## config.mk

```make
export PLATFORM = sky130hd
export DESIGN_NAME = ip_payload_checksum_check_unit
export DESIGN_NICKNAME = d
export VERILOG_FILES = /design/src/hw/rtl/ipcc_pkg.sv /design/src/hw/rtl/ipcc_front.sv /design/src/hw/rtl/ipcc_queue.sv /design/src/hw/rtl/ipcc_back.sv /design/src/hw/rtl/ip_payload_checksum_check_unit.sv
export SDC_FILE = /design/constraint.sdc
export NUM_CORES = 1
export LEC_CHECK = 0
export BUFFER_PORTS_ARGS = -buffer_cell sky130_fd_sc_hd__buf_4
export CELL_PAD_IN_SITES_DETAIL_PLACEMENT = 0
export CELL_PAD_IN_SITES_GLOBAL_PLACEMENT = 1
export CORE_UTILIZATION = 50
export CTS_BUF_LIST = sky130_fd_sc_hd__clkbuf_8
export CTS_CLUSTER_DIAMETER = 80
export DETAILED_ROUTE_END_ITERATION = 16
export HOLD_SLACK_MARGIN = 0.03
export PLACE_DENSITY_LB_ADDON = 0.1
export SYNTH_ARGS = -nofsm -noshare
export SYNTH_HDL_FRONTEND = slang
export SYNTH_HIERARCHICAL = 1
export SYNTH_SLANG_ARGS = --single-unit
```

## constraint.sdc

```tcl
create_clock -name clk -period 6.43 [get_ports clk]
set_input_delay 1.929 -clock clk [delete_from_list [all_inputs] [get_ports clk]]
set_output_delay 1.929 -clock clk [all_outputs]
set_load 0.02 [all_outputs]
```

## src/hw/rtl/ipcc_pkg.sv

```systemverilog
// Package with the shared types, constants and helper functions of the checksum checker.
`timescale 1ns / 1ps
package ipcc_pkg;

	localparam int DEF_MAX_PACKET_BYTES = 65535;
	localparam int DEF_QUEUE_DEPTH      = 4;

	localparam logic [2:0] KIND_ICMP  = 3'd0;
	localparam logic [2:0] KIND_IGMP  = 3'd1;
	localparam logic [2:0] KIND_TCP   = 3'd2;
	localparam logic [2:0] KIND_UDP   = 3'd3;
	localparam logic [2:0] KIND_ICMP6 = 3'd4;

	localparam logic [7:0] PROTO_ICMP  = 8'd1;
	localparam logic [7:0] PROTO_IGMP  = 8'd2;
	localparam logic [7:0] PROTO_TCP   = 8'd6;
	localparam logic [7:0] PROTO_UDP   = 8'd17;
	localparam logic [7:0] PROTO_ICMP6 = 8'd58;
	localparam logic [7:0] PROTO_EIGRP = 8'd88;

	localparam logic [3:0] IPV6_VERSION = 4'd6;
	localparam logic [7:0] IPV6_HDR_LEN = 8'd40;
	localparam logic [7:0] MIN_V4_HDR   = 8'd20;

	typedef struct packed {
		logic       known;
		logic [2:0] kind;
	} kind_info_t;

	// Summary of one packet, handed from the parser to the checksum pipeline.
	typedef struct packed {
		logic        known;
		logic [2:0]  kind;
		logic        v6;
		logic        frag;
		logic [7:0]  hdr_len;
		logic [15:0] pay_len;
		logic [15:0] byte_count;
		logic [31:0] sum;
		logic [7:0]  proto;
		logic [15:0] udp_len;
		logic [15:0] cks;
	} pkt_rec_t;

	function automatic kind_info_t kind_lookup(input logic [7:0] proto, input logic v6);
		kind_info_t k;
		k.known = 1'b1;
		k.kind  = KIND_ICMP;
		case (proto)
			PROTO_ICMP:               k.kind = KIND_ICMP;
			PROTO_IGMP, PROTO_EIGRP:  k.kind = KIND_IGMP;
			PROTO_TCP:                k.kind = KIND_TCP;
			PROTO_UDP:                k.kind = KIND_UDP;
			PROTO_ICMP6: begin
				k.kind  = KIND_ICMP6;
				k.known = v6;
			end
			default:                  k.known = 1'b0;
		endcase
		return k;
	endfunction

	// Offset of the checksum field within the transport header.
	function automatic logic [4:0] cksum_off(input logic [2:0] kind);
		logic [4:0] r;
		case (kind)
			KIND_TCP: r = 5'd16;
			KIND_UDP: r = 5'd6;
			default:  r = 5'd2;
		endcase
		return r;
	endfunction

	function automatic logic uses_pseudo(input kind_info_t k);
		return k.known && (k.kind == KIND_TCP || k.kind == KIND_UDP || k.kind == KIND_ICMP6);
	endfunction

endpackage

```

## src/hw/rtl/ipcc_front.sv

```systemverilog
// Byte parser: tracks the IP header, accumulates the raw sum and emits one record per packet.
`timescale 1ns / 1ps
module ipcc_front #(
	parameter int MAX_PACKET_BYTES = ipcc_pkg::DEF_MAX_PACKET_BYTES
) (
	input  logic               clk,
	input  logic               arst_n,
	input  logic               accept,
	input  logic [7:0]         data_byte,
	input  logic               last_byte,
	output logic               rec_push,
	output ipcc_pkg::pkt_rec_t rec
);
	import ipcc_pkg::*;

	localparam logic [15:0] MAX_POS = 16'(MAX_PACKET_BYTES);

	logic [15:0] pos_q, pos_inc;
	logic [3:0]  ver_q, ver_d;
	logic [7:0]  hl_q, hl_d;
	logic [15:0] plen_q, plen_d;
	logic [7:0]  proto_q, proto_d;
	logic        frag_q, frag_d;
	logic [31:0] sum_q, sum_d;
	logic [7:0]  pend_q, pend_d;
	logic [15:0] cks_q, cks_d;
	logic [15:0] udp_q, udp_d;
	logic        take, v6, add_en;
	logic [15:0] off;
	logic [15:0] ck;
	logic [31:0] addend;
	kind_info_t  kinfo;

	assign take    = pos_q < MAX_POS;
	assign v6      = ver_q == IPV6_VERSION;
	assign kinfo   = kind_lookup(proto_q, v6);
	assign off     = pos_q - {8'd0, hl_q};
	assign ck      = {11'd0, cksum_off(kinfo.kind)};
	assign pos_inc = (pos_q == 16'hFFFF) ? pos_q : pos_q + 16'd1;

	always_comb begin
		ver_d   = ver_q;
		hl_d    = hl_q;
		plen_d  = plen_q;
		proto_d = proto_q;
		frag_d  = frag_q;
		pend_d  = pend_q;
		cks_d   = cks_q;
		udp_d   = udp_q;
		add_en  = 1'b0;
		if (take) begin
			if (pos_q == 16'd0) begin
				ver_d = data_byte[7:4];
				hl_d  = (data_byte[7:4] == IPV6_VERSION) ? IPV6_HDR_LEN
				                                         : {2'b00, data_byte[3:0], 2'b00};
			end else begin
				if (!v6) begin
					if (pos_q == 16'd2) begin
						pend_d = data_byte;
					end else if (pos_q == 16'd3) begin
						plen_d = {pend_q, data_byte} - {8'd0, hl_q};
					end else if (pos_q == 16'd6) begin
						if (data_byte[5] || data_byte[4:0] != 5'd0) frag_d = 1'b1;
					end else if (pos_q == 16'd7) begin
						if (data_byte != 8'd0) frag_d = 1'b1;
					end else if (pos_q == 16'd9) begin
						proto_d = data_byte;
					end else if (pos_q >= 16'd12 && pos_q <= 16'd19 && uses_pseudo(kinfo)) begin
						add_en = 1'b1;
					end
				end else begin
					if (pos_q == 16'd4) begin
						pend_d = data_byte;
					end else if (pos_q == 16'd5) begin
						plen_d = {pend_q, data_byte};
					end else if (pos_q == 16'd6) begin
						proto_d = data_byte;
					end else if (pos_q >= 16'd8 && pos_q <= 16'd39 && uses_pseudo(kinfo)) begin
						add_en = 1'b1;
					end
				end
				// Header lengths are even, so payload byte parity equals position parity.
				if ((v6 || hl_q >= MIN_V4_HDR) && pos_q >= {8'd0, hl_q} && off < plen_q) begin
					add_en = 1'b1;
					if (off == ck) begin
						cks_d = {data_byte, cks_q[7:0]};
					end else if (off == ck + 16'd1) begin
						cks_d = {cks_q[15:8], data_byte};
					end
					if (off == 16'd4) begin
						udp_d = {data_byte, udp_q[7:0]};
					end else if (off == 16'd5) begin
						udp_d = {udp_q[15:8], data_byte};
					end
				end
			end
		end
		addend = !add_en ? 32'd0 : (pos_q[0] ? {24'd0, data_byte} : {16'd0, data_byte, 8'd0});
		sum_d  = sum_q + addend;
	end

	always_ff @(posedge clk or negedge arst_n) begin
		if (!arst_n) begin
			pos_q   <= '0;
			ver_q   <= '0;
			hl_q    <= '0;
			plen_q  <= '0;
			proto_q <= '0;
			frag_q  <= 1'b0;
			sum_q   <= '0;
			pend_q  <= '0;
			cks_q   <= '0;
			udp_q   <= '0;
		end else if (accept) begin
			if (last_byte) begin
				pos_q   <= '0;
				ver_q   <= '0;
				hl_q    <= '0;
				plen_q  <= '0;
				proto_q <= '0;
				frag_q  <= 1'b0;
				sum_q   <= '0;
				pend_q  <= '0;
				cks_q   <= '0;
				udp_q   <= '0;
			end else begin
				pos_q   <= pos_inc;
				ver_q   <= ver_d;
				hl_q    <= hl_d;
				plen_q  <= plen_d;
				proto_q <= proto_d;
				frag_q  <= frag_d;
				sum_q   <= sum_d;
				pend_q  <= pend_d;
				cks_q   <= cks_d;
				udp_q   <= udp_d;
			end
		end
	end

	kind_info_t kfin;
	assign kfin = kind_lookup(proto_d, ver_d == IPV6_VERSION);

	assign rec_push       = accept && last_byte;
	assign rec.known      = kfin.known;
	assign rec.kind       = kfin.kind;
	assign rec.v6         = ver_d == IPV6_VERSION;
	assign rec.frag       = frag_d;
	assign rec.hdr_len    = hl_d;
	assign rec.pay_len    = plen_d;
	assign rec.byte_count = (pos_inc < MAX_POS) ? pos_inc : MAX_POS;
	assign rec.sum        = sum_d;
	assign rec.proto      = proto_d;
	assign rec.udp_len    = udp_d;
	assign rec.cks        = cks_d;

endmodule

```

## src/hw/rtl/ipcc_queue.sv

```systemverilog
// Small register queue of packet records between the parser and the checksum pipeline.
`timescale 1ns / 1ps
module ipcc_queue #(
	parameter int DEPTH = ipcc_pkg::DEF_QUEUE_DEPTH
) (
	input  logic               clk,
	input  logic               arst_n,
	input  logic               wr_en,
	input  ipcc_pkg::pkt_rec_t wr_rec,
	input  logic               rd_en,
	output ipcc_pkg::pkt_rec_t rd_rec,
	output logic               full,
	output logic               nonempty
);
	import ipcc_pkg::*;

	localparam int PW = (DEPTH > 1) ? $clog2(DEPTH) : 1;
	localparam int CW = $clog2(DEPTH + 1);
	localparam logic [PW-1:0] LAST_IDX = PW'(DEPTH - 1);

	pkt_rec_t        mem_q [DEPTH];
	logic [PW-1:0]   wp_q, rp_q;
	logic [CW-1:0]   cnt_q;

	assign full     = cnt_q == CW'(DEPTH);
	assign nonempty = cnt_q != '0;
	assign rd_rec   = mem_q[rp_q];

	always_ff @(posedge clk) begin
		if (wr_en) begin
			mem_q[wp_q] <= wr_rec;
		end
	end

	always_ff @(posedge clk or negedge arst_n) begin
		if (!arst_n) begin
			wp_q  <= '0;
			rp_q  <= '0;
			cnt_q <= '0;
		end else begin
			if (wr_en) begin
				wp_q <= (wp_q == LAST_IDX) ? '0 : wp_q + PW'(1);
			end
			if (rd_en) begin
				rp_q <= (rp_q == LAST_IDX) ? '0 : rp_q + PW'(1);
			end
			if (wr_en && !rd_en) begin
				cnt_q <= cnt_q + CW'(1);
			end else if (!wr_en && rd_en) begin
				cnt_q <= cnt_q - CW'(1);
			end
		end
	end

endmodule

```

## src/hw/rtl/ipcc_back.sv

```systemverilog
// Checksum pipeline: validity checks, pseudo header add, folding and the final result register.
`timescale 1ns / 1ps
module ipcc_back (
	input  logic               clk,
	input  logic               arst_n,
	input  logic               rec_valid,
	input  ipcc_pkg::pkt_rec_t rec,
	output logic               rec_take,
	input  logic               pop,
	output logic               empty,
	output logic               checked,
	output logic [2:0]         checksum_kind,
	output logic [15:0]        stored_checksum,
	output logic [15:0]        computed_checksum
);
	import ipcc_pkg::*;

	logic        v_s1, v_s2, v_s3, v_out_q;
	logic        rdy_s1, rdy_s2, rdy_s3, rdy_out;
	logic        ok_s1, ok_s2, ok_s3;
	logic [2:0]  kind_s1, kind_s2, kind_s3;
	logic [15:0] c_s1, c_s2, c_s3;
	logic [31:0] sum_s1, t_s3;
	logic [15:0] f_s2;
	logic        ones_s3;

	kind_info_t  ki;
	logic [16:0] end_len;
	logic [4:0]  ck_end;
	logic        ok_d;
	logic [15:0] pl_len;
	logic [31:0] pseudo;
	logic [16:0] f1;
	logic [16:0] g1;
	logic [15:0] g2;

	assign rdy_out  = !v_out_q || pop;
	assign rdy_s3   = !v_s3 || rdy_out;
	assign rdy_s2   = !v_s2 || rdy_s3;
	assign rdy_s1   = !v_s1 || rdy_s2;
	assign rec_take = rec_valid && rdy_s1;
	assign empty    = !v_out_q;

	assign ki.known = rec.known;
	assign ki.kind  = rec.kind;
	assign end_len  = {9'd0, rec.hdr_len} + {1'b0, rec.pay_len};
	assign ck_end   = cksum_off(rec.kind) + 5'd2;
	assign ok_d     = rec.known && !(!rec.v6 && (rec.frag || rec.hdr_len < MIN_V4_HDR))
	                  && !(end_len > {1'b0, rec.byte_count})
	                  && !(rec.pay_len < {11'd0, ck_end});
	assign pl_len   = (rec.v6 && rec.kind == KIND_UDP) ? rec.udp_len : rec.pay_len;
	assign pseudo   = uses_pseudo(ki) ? ({24'd0, rec.proto} + {16'd0, pl_len}) : 32'd0;

	// Two end-around folds bring any 32-bit value down to 16 bits.
	assign f1 = {1'b0, sum_s1[31:16]} + {1'b0, sum_s1[15:0]};
	assign g1 = {1'b0, t_s3[31:16]} + {1'b0, t_s3[15:0]};
	assign g2 = 16'({16'd0, g1[16]} + {1'b0, g1[15:0]});

	always_ff @(posedge clk or negedge arst_n) begin
		if (!arst_n) begin
			v_s1    <= 1'b0;
			v_s2    <= 1'b0;
			v_s3    <= 1'b0;
			v_out_q <= 1'b0;
		end else begin
			if (rdy_s1)  v_s1    <= rec_valid;
			if (rdy_s2)  v_s2    <= v_s1;
			if (rdy_s3)  v_s3    <= v_s2;
			if (rdy_out) v_out_q <= v_s3;
		end
	end

	always_ff @(posedge clk) begin
		if (rdy_s1) begin
			ok_s1   <= ok_d;
			kind_s1 <= rec.kind;
			c_s1    <= rec.cks;
			sum_s1  <= rec.sum + pseudo;
		end
		if (rdy_s2) begin
			ok_s2   <= ok_s1;
			kind_s2 <= kind_s1;
			c_s2    <= c_s1;
			f_s2    <= 16'({16'd0, f1[16]} + {1'b0, f1[15:0]});
		end
		if (rdy_s3) begin
			ok_s3   <= ok_s2;
			kind_s3 <= kind_s2;
			c_s3    <= c_s2;
			ones_s3 <= f_s2 == 16'hFFFF;
			t_s3    <= {16'hFFFF, ~f_s2} - {16'd0, ~c_s2};
		end
		if (rdy_out) begin
			checked           <= ok_s3;
			checksum_kind     <= ok_s3 ? kind_s3 : 3'd0;
			stored_checksum   <= ok_s3 ? c_s3 : 16'd0;
			computed_checksum <= !ok_s3 ? 16'd0
			                     : ((ones_s3 || g2 == 16'd0) ? c_s3 : g2);
		end
	end

endmodule

```

## src/hw/rtl/ip_payload_checksum_check_unit.sv

```systemverilog
// Top level of the IPv4/IPv6 transport checksum checker.
//
// Usage: packet bytes enter on the input queue port, starting with the IP
// version byte; last_byte marks the final byte. A byte transaction completes
// on a rising edge with push high and full low. One byte is taken every cycle
// as long as full stays low. After each packet's last byte one result appears
// on the result port: empty goes low and the result is removed by pop.
// The parser handles one byte per cycle and writes a summary of each packet
// into a four-entry record queue; a four-stage checksum pipeline drains that
// queue through stages s1, s2, s3 and the output register. Throughput is one
// byte per cycle while full is low; the pipeline retires one packet result per
// cycle while pop keeps up, so even one-byte packets stream back to back.
// When the receiver holds pop low the pipeline fills, then the record queue,
// and only then does full rise; bytes of a packet in progress are never lost.
// checked is 0 for fragments, unknown protocols, bad header lengths and short
// packets; kind and both checksum fields are then 0.
// Reset clears the parser, empties the queue and the pipeline; empty is high.
`timescale 1ns / 1ps
module ip_payload_checksum_check_unit #(
	parameter int MAX_PACKET_BYTES = ipcc_pkg::DEF_MAX_PACKET_BYTES,
	parameter int QUEUE_DEPTH      = ipcc_pkg::DEF_QUEUE_DEPTH
) (
	input  logic        clk,
	input  logic        arst_n,
	input  logic        push,
	output logic        full,
	input  logic [7:0]  data_byte,
	input  logic        last_byte,
	output logic        empty,
	input  logic        pop,
	output logic        checked,
	output logic [2:0]  checksum_kind,
	output logic [15:0] stored_checksum,
	output logic [15:0] computed_checksum
);
	import ipcc_pkg::*;

	logic     accept;
	logic     rec_push, rec_take, rec_valid;
	pkt_rec_t rec_in, rec_out;

	// Bytes are held off only while the record queue is full.
	assign accept = push && !full;

	ipcc_front #(
		.MAX_PACKET_BYTES(MAX_PACKET_BYTES)
	) u_front (
		.clk       (clk),
		.arst_n    (arst_n),
		.accept    (accept),
		.data_byte (data_byte),
		.last_byte (last_byte),
		.rec_push  (rec_push),
		.rec       (rec_in)
	);

	ipcc_queue #(
		.DEPTH(QUEUE_DEPTH)
	) u_queue (
		.clk      (clk),
		.arst_n   (arst_n),
		.wr_en    (rec_push),
		.wr_rec   (rec_in),
		.rd_en    (rec_take),
		.rd_rec   (rec_out),
		.full     (full),
		.nonempty (rec_valid)
	);

	ipcc_back u_back (
		.clk               (clk),
		.arst_n            (arst_n),
		.rec_valid         (rec_valid),
		.rec               (rec_out),
		.rec_take          (rec_take),
		.pop               (pop),
		.empty             (empty),
		.checked           (checked),
		.checksum_kind     (checksum_kind),
		.stored_checksum   (stored_checksum),
		.computed_checksum (computed_checksum)
	);

endmodule

```

==> reports/metrics.cfg, run 1 <==
[outcome]
status = completed

[critical_path]
cp.arrival_ps = 6770
r2r-end = u_queue/mem_q[2][68]
max_stage_delay_ps = 460
reg2reg_from = u_front/hl_q[6]
crit_type = reg2reg
worstSetupEndpointType = flip-flop
worstRegToRegCells = 25
critPathMaxFanout = 5
start_kind = flip-flop
rrSetupSlack_ps = 170
slowest_stage = or3_1
required_ps = 6940

[finish]
fin_cells = 4177
fin_nets = 3204
drive_gt1_share_pct = 18.12
design_area_sq_mm = 0.04302
syn_to_final_growth_pct = 11.78

[yosys]
async_reset_ff_share_pct = 17.66
synth.most_common_cell = edfxtp_1
synth-seq-cells = 770
synth_top_area_cell = edfxtp_1
synth_area_sq_mm = 0.03849
synth_cell_types = 103
yosys-top-cells-area = edfxtp_1 (49%), dfrtp_1 (8.8%), mux4_2 (6.9%)
syn_area_per_cell_sq_um = 13.38
syn-num-nets = 3046
synth_top_area_share_pct = 49.46
yosys-top-cells-count = edfxtp_1 (634), nor2_1 (192), nand2_1 (153), ha_1 (147), inv_1 (140)
synth_edf_count = 634
seq_area_frac_synth_pct = 58.30
netlist_instances = 2877
synth_ff_type = edfxtp_1
ys_warn_count = 6

[global_route]
grt_start_max_net_pins = 71
grt_pass1_vias = 24430
globalRouteOverflowTotal = 0
grt_usage_pct = 25.87
antenna_found_initial = 1
grt_pass1_wl_microns = 150000

[placement]
place_ws_ps = 50.10
portBuffers = 50
gp_congestion = 0.8744
dpl.hpwl_microns = 69310
post_dp_cell_area_sq_mm = 0.04034
dp.cells = 3931

[cts]
cts-buffers-inserted = 131
cts_tree = built
clockRootBuffer = clkbuf_8
htree_levels = 4
cts.clk_slew.worst_paths_ps = 60
insertion_delay_ps = 780
clock_sinks = 770
clockBufferDepth = 3
postCtsHoldBufs = 0

[timing]
max_slew_margin_pct = 19.18
fin_ws_ps = 167.0
min_period_over_period_pct = 97.40
setup_viol = 0
hold_viol_final = 0
tightest_slew_ps = 1209
fmax_mhz = 159.7
drv_slew = 0
final.min_clock_period_ps = 6263
skew_ps = 43.84

[drt]
routed_wl_microns = 99780
initialDrtViolationCount = 1786
num_vias = 24290
drc = 0
antenna_left = 0
drt_first_pass_iters = 7
routedWlPerCell_microns = 23.89
vias_per_cell = 5.815

[hold_path]
hp-start = u_back/ok_s2
hold_path_depth = 0
hold_path_end = u_back/ok_s3
hold_class = reg2reg

[floorplanning]
coreArea_sq_mm = 0.07608
design.die.area_sq_mm = 0.07810
dieWidth_microns = 279.5
ios = 51
dieHeight_microns = 279.5
initial_core_util_pct = 50.60
num_rows = 101

[power_and_ir_drop]
power_density_mw_per_mm2 = 493.0
ir_worst_vdd_mv = 0.2254
leakage_nw = 16.72

[run]
cap_violations = 0

==> layer usage <==
metal	GRT usage [%]	routed length, microns	vias to the layer above
met1	33.09	41370	12160
met2	43.54	49620	667
li1	-	-	11280
met3	4.304	5016	184
met4	11.29	3777	0
met5	0	0	-
==> stage by stage <==
stage	hold slack (ps)	TNS [ps]	power, mW	utilization (%)
floorplan	400.3	0	14.18	-
global placement	402.0	0	16.75	53.03
detailed placement	404.5	0	16.93	53.03
CTS	400.9	0	21.37	56.49
global route	421.4	-65.18	22.52	56.55
finish	409.6	0	21.21	56.55
==> layout by cell type (no fill, tap or decap), types with 118 or more instances in the layout <==
cell,n
buf_4,151
mux4_2,118
xnor2_1,121
clkbuf_8,152
edfxtp_1,634
dfrtp_1,134
nor2_1,189
inv_1,186
ha_1,147
nand2_1,153
==> sequential cells by signal, indices dropped and copies added (netlist names), 8 cells and up <==
signal	cells
u_front/pend_q	8
u_front/proto_q	8
u_front/cks_q	16
u_front/udp_q	16
u_front/plen_q	16
u_queue/mem_q	472
u_back/c_s3	16
u_front/sum_q	32
u_back/sum_s1	32
u_front/hl_q	8
u_back/c_s2	16
u_back/computed_checksum	16
u_back/c_s1	16
u_back/f_s2	16
u_back/stored_checksum	16
u_front/pos_q	16
u_back/t_s3	17
==> repair_timing <==
item	4_1_cts	5_1_grt
setup buffers	0	1
setup endpoints to repair	0	80
resized for setup	0	10
==> cell type report <==
type	count	area [sq um]
Inverter	141	529.3
Clock buffer	152	2092
Fill cell	6262	33050
Clock inverter	91	540.5
Antenna cell	2	5.005
Multi-Input combinational cell	1834	14870
Timing Repair Buffer	157	1245
Sequential cell	770	22450
Tap cell	1030	1289
==> kinds of logic (layout without fill, tap and decap cells) <==
family | after synthesis | after routing | synth area share, %
adder cells (fa/ha/maj) | 156 | 156 | 5.247
buffers and inverters | 273 | 541 | 3.199
XOR/XNOR | 177 | 177 | 4.076
multiplexers | 205 | 205 | 9.271
other | 0 | 2 | 0
flip-flops | 770 | 770 | 58.30
AO/OA/AOI/OAI | 504 | 504 | 8.956
AND/OR/NAND/NOR | 792 | 792 | 10.95
==> worst max path at each step <==
stage	from	end	slack, ps	cells past startpoint
after floorplan	push	u_queue/mem_q[2][0]	230	6
after global placement	u_front/hl_q[6]	u_queue/mem_q[0][68]	250	25
after detailed placement	u_front/hl_q[6]	u_front/sum_q[31]	50	25
after CTS	u_front/hl_q[6]	u_front/sum_q[31]	30	25
after global routing	u_front/hl_q[6]	u_front/sum_q[31]	-10	25
final	u_front/hl_q[6]	u_queue/mem_q[2][68]	170	25
==> report_power, final <==
| group | total, mW | internal, mW | leakage, nW | switching [mW] |
|---|---|---|---|---|
| Sequential | 7.48 | 6.96 | 7.83 | 0.510 |
| Combinational | 9.40 | 3.78 | 7.37 | 5.62 |
| Clock | 4.34 | 2.34 | 1.51 | 2.00 |
==> worst max-delay path: cells and delay by family, from the launching register on <==
family	cells	cell delay, ps
and+or+nand+nor	4	1040
buffers and inverters	3	460
AOI/OAI and AO/OA	13	2800
xor gates and xnor gates	1	180
DFF	1	390
adders and majority gates	4	1100
Note: power is estimated with default switching activity, not from simulation.
==> run 2, diff against run 1 <==
- CORE_UTILIZATION: 50 -> 35
==> reports/metrics.cfg, run 2 (synthesis gave the netlist of run 1 again) <==
[critical_path]
start_kind = flip-flop
crit_type = reg2reg
cp.arrival_ps = 6600
worstSetupEndpointType = flip-flop
max_stage_delay_ps = 470
critPathMaxFanout = 7
slowest_stage = or3_1
rrSetupSlack_ps = 340
required_ps = 6940
worstRegToRegCells = 25
reg2reg_from = u_front/hl_q[6]
r2r-end = u_queue/mem_q[0][68]

[power_and_ir_drop]
leakage_nw = 16.65
power_density_mw_per_mm2 = 492.7
ir_worst_vdd_mv = 0.2473

[finish]
fillCellCount = 10210
final_common_cell = edfxtp_1
fin_util_pct = 39.92
largest_reg_flops = 472
design_area_sq_mm = 0.04352
fin_nets = 3183
top_regs = u_queue/mem_q (472), u_back/sum_s1 (32), u_front/sum_q (32)
syn_to_final_growth_pct = 13.06
top_register = u_queue/mem_q
layout_common_cells = edfxtp_1 (634), nor2_1 (191), inv_1 (175), clkbuf_8 (154), nand2_1 (152)
drive_gt1_share_pct = 18.13

[drt]
antenna_left = 0
drc = 0
num_vias = 24190
drt_first_pass_iters = 5
initialDrtViolationCount = 1458
routedWlPerCell_microns = 23.40
routed_wl_microns = 106300
vias_per_cell = 5.324

[hold_path]
hp-start = u_back/c_s1[0]
hold_path_depth = 0
hold_path_end = u_back/c_s2[0]
hold_class = reg2reg

[floorplanning]
dieWidth_microns = 333.6
initial_core_util_pct = 35.31
design.die.area_sq_mm = 0.1113
ios = 51
num_rows = 121
dieHeight_microns = 333.6
coreArea_sq_mm = 0.1090

[cts]
postCtsHoldBufs = 0
clock_sinks = 770
insertion_delay_ps = 810
cts.clk_slew.worst_paths_ps = 60
clockRootBuffer = clkbuf_8
htree_levels = 4
clockBufferDepth = 3
cts_tree = built
cts-buffers-inserted = 139

[timing]
fmax_mhz = 164.1
hold_viol_final = 0
fin_setup_tns_ps = 0
rsz0062_at_grt = false
skew_ps = 40.23
tightest_slew_ps = 1111
fin_ws_ps = 336.4
final.min_clock_period_ps = 6094
max_slew_margin_pct = 25.17
min_period_over_period_pct = 94.77
drv_slew = 0
setup_viol = 0

[global_route]
grt_pass1_vias = 24900
antenna_found_initial = 4
grt_use_met2_pct = 33.01
grt_usage_pct = 19.39
grt_pass1_wl_microns = 160600
grtUsageMet1_pct = 24.67
globalRouteOverflowTotal = 0
grtUsageMet3_pct = 2.977
grt_start_max_net_pins = 112
busiest_layer = met2

[placement]
place_ws_ps = 160.1
gp_congestion = 0.8435
post_dp_cell_area_sq_mm = 0.04068
dpl.hpwl_microns = 74100
portBuffers = 50

[run]
cap_violations = 0

[outcome]
status = completed

-- run 2: power by group --
part / switching, mW / internal [mW] / leakage [nW] / total, mW
logic: 5.64 / 3.75 / 7.28 / 9.40
registers: 0.510 / 6.96 / 7.83 / 7.47
clock network: 2.10 / 2.46 / 1.54 / 4.57
total: 8.26 / 13.2 / 16.7 / 21.4
-- run 2: worst max path at each step --
stage,startpoint,end,slack (ps)
after global placement,u_front/hl_q[0],u_front/sum_q[31],220
final,u_front/hl_q[6],u_queue/mem_q[0][68],340
after CTS,u_front/hl_q[0],u_queue/mem_q[0][68],140
after global routing,u_front/hl_q[6],u_queue/mem_q[0][68],5
after floorplan,push,u_queue/mem_q[2][0],230
after detailed placement,u_front/hl_q[6],u_front/sum_q[31],160
-- run 2: critical path, delay by kind of cell (launching register included) --
kind            cells  cell delay (ps)
flops               1              400
compound gates     11             2520
buf+inv             3              440
simple gates        7             1470
fa+ha+maj           3              780
xor+xnor            1              190
-- run 2: final cells by class --
class                      instances  area [sq um]  area share (%)
tap                             1414          1769           4.066
antenna                            3         7.507         0.01725
sequential                       770         22450           51.59
timing repair buffer             128          1090           2.504
clock inverter                   100         638.1           1.466
multi-input combinational       1834         14910           34.27
clock buffer                     154          2120           4.871
inverter                         141         529.3           1.216
-- run 2: timing repair --
action / in CTS / in global routing
setup buffers: 0 / 0
gates resized for setup: 0 / 16
endpoints found under the setup margin: 0 / 85
-- run 2: metal layers --
metal / part of all wire [%] / wire (microns)
met3: 3.9 / 4175
met5: 0 / 0
met1: 43 / 45540
met4: 3.5 / 3704
met2: 50 / 52930
-- run 2: per-stage QoR --
| stage | power [mW] | std cells | hold slack [ps] |
|---|---|---|---|
| after CTS | 21.77 | 4541 | 398.5 |
| final | 21.44 | 4544 | 404.4 |
| after global placement | 16.98 | 4287 | 401.9 |
| after floorplan | 14.18 | 2877 | 400.3 |
| after global routing | 22.97 | 4542 | 397.6 |
| after detailed placement | 17.06 | 4287 | 405.2 |
==> run 3, diff against run 2 <==
- PLACE_DENSITY: not set -> 0.69
- PLACE_DENSITY_LB_ADDON: 0.1 -> not set
==> reports/metrics.cfg, run 3 (synthesis gave the netlist of run 1 again) <==
[timing]
fin_setup_tns_ps = 0
fmax_mhz = 165.2
drv_slew = 0
setup_viol = 0
hold_viol_final = 0
skew_ps = 41.35
tightest_slew_ps = 974.1
final.min_clock_period_ps = 6054
max_slew_margin_pct = 34.90
min_period_over_period_pct = 94.15

[power_and_ir_drop]
ir_worst_vdd_mv = 0.2197
pwr-share-seq_pct = 35.7
switchingPower_mw = 7.948
leakage_nw = 16.60
power_density_mw_per_mm2 = 482.8
combPwrFrac_pct = 44.3
swShare_pct = 37.97
p_int_mw = 12.98
clkPwrFrac_pct = 20.0
design_power_total_mw = 20.93

[drt]
antenna_left = 0
vias_per_cell = 5.292
routedWlPerCell_microns = 21.25
drt_first_pass_iters = 6
initialDrtViolationCount = 2037
drc = 0
routed_wl_microns = 96450
num_vias = 24020

[floorplanning]
ios = 51
design.die.area_sq_mm = 0.1113
dieHeight_microns = 333.6
initial_core_util_pct = 35.31
dieWidth_microns = 333.6
coreArea_sq_mm = 0.1090
num_rows = 121

[critical_path]
required_ps = 7110
crit_type = reg2reg
cp-startpoint = u_front/hl_q[1]
start_kind = flip-flop
worstSetupEndpointType = flip-flop
critPathMaxFanout = 9
worstRegToRegCells = 24
rrSetupSlack_ps = 380
cp.arrival_ps = 6730
reg2reg_from = u_front/hl_q[1]

[placement]
portBuffers = 50
dpl.hpwl_microns = 67120
gp_congestion = 0.8586
post_dp_cell_area_sq_mm = 0.04079
dp.cells = 4297

[hold_path]
hold_class = reg2reg
hold_path_depth = 0
hp-start = u_back/c_s1[3]

[finish]
layout_common_cells = edfxtp_1 (634), nor2_1 (189), inv_1 (188), nand2_1 (153), ha_1 (146)
final_common_cell = edfxtp_1
fin_cells = 4539
area.sequential_sq_mm = 0.02245
multi_input_area_sq_mm = 0.01488
drive_gt1_share_pct = 17.59
largest_reg_flops = 472
design_area_sq_mm = 0.04335
top_regs = u_queue/mem_q (472), u_back/sum_s1 (32), u_front/sum_q (32)
fillCellCount = 10260
fin_nets = 3188
syn_to_final_growth_pct = 12.63
top_register = u_queue/mem_q
fin_util_pct = 39.77

[cts]
clock_sinks = 770
htree_levels = 4
cts-buffers-inserted = 132
clockBufferDepth = 3
cts.clk_slew.worst_paths_ps = 60
clockRootBuffer = clkbuf_8
cts_tree = built
insertion_delay_ps = 800

[global_route]
antenna_found_initial = 1
globalRouteOverflowTotal = 0
grt_pass1_wl_microns = 145400
grt_usage_pct = 17.30
grt_start_max_net_pins = 137
grt_pass1_vias = 23610

[run]
cap_violations = 0

[outcome]
status = completed

-- run 3: through the flow --
stage | hold slack (ps) | setup WS [ps]
after floorplan | 400.3 | 229.7
after global placement | 404.7 | 104.3
after detailed placement | 404.5 | 117.4
after CTS | 418.6 | 98.26
after global routing | 417.2 | -21.30
final | 413.5 | 376.2
-- run 3: layer usage --
layer / GRT usage (%) / vias up / wire length (microns)
met3: 3.832 / 152 / 5561
met1: 23.35 / 11930 / 43780
li1: - / 11250 / -
met2: 27.37 / 688 / 44470
met4: 6.079 / 0 / 2641
met5: 0 / - / 0
-- run 3: critical path, cell delays in order (launching register included) --
cell	delay, ps
dfrtp_1	390
inv_1	130
ha_1	320
nand2b_1	80
a21oi_2	400
nor2_1	70
o311ai_1	590
ha_1	370
o21ai_0	80
o21ai_0	120
o311a_1	350
o21ai_1	160
buf_4	120
nand2_1	120
nor2_2	230
and2_1	210
ha_1	260
a211oi_1	270
o21ai_0	200
a31oi_2	280
nor3_1	110
o32a_2	510
nand4_1	190
nor3_1	70
a221o_1	290
-- run 3: layout make-up --
| type | count | area share [%] |
|---|---|---|
| Clock buffer | 143 | 4.540 |
| Sequential cell | 770 | 51.79 |
| Clock inverter | 93 | 1.227 |
| Timing Repair Buffer | 140 | 2.808 |
| Antenna cell | 4 | 0.02309 |
| Multi-Input combinational cell | 1834 | 34.31 |
| Inverter | 141 | 1.221 |
| Tap cell | 1414 | 4.081 |
-- run 3: worst paths after layout --
kind,endpoint
min in group asynchronous,u_front/cks_q[14]
max in group asynchronous,u_queue/rp_q[0]
setup / recovery,u_front/sum_q[31]
hold reg to reg,u_back/c_s2[3]
setup reg to reg,u_front/sum_q[31]
hold / removal,u_back/c_s2[3]
-- run 3: power by group through the flow --
stage,Sequential [mW],Combinational (mW),Clock (mW)
global route,7.58,10.2,4.54
detailed placement,7.58,9.25,0
finish,7.47,9.26,4.20
floorplan,7.41,6.77,0
global placement,7.55,9.22,0
CTS,7.48,9.30,4.33
-- run 3: what timing repair did --
action                                 CTS  global route
setup endpoints to repair                0            80
endpoints found under the hold margin    0             0
resized for setup                        0            12
setup buffers                            0             2
hold buffers                             0             0
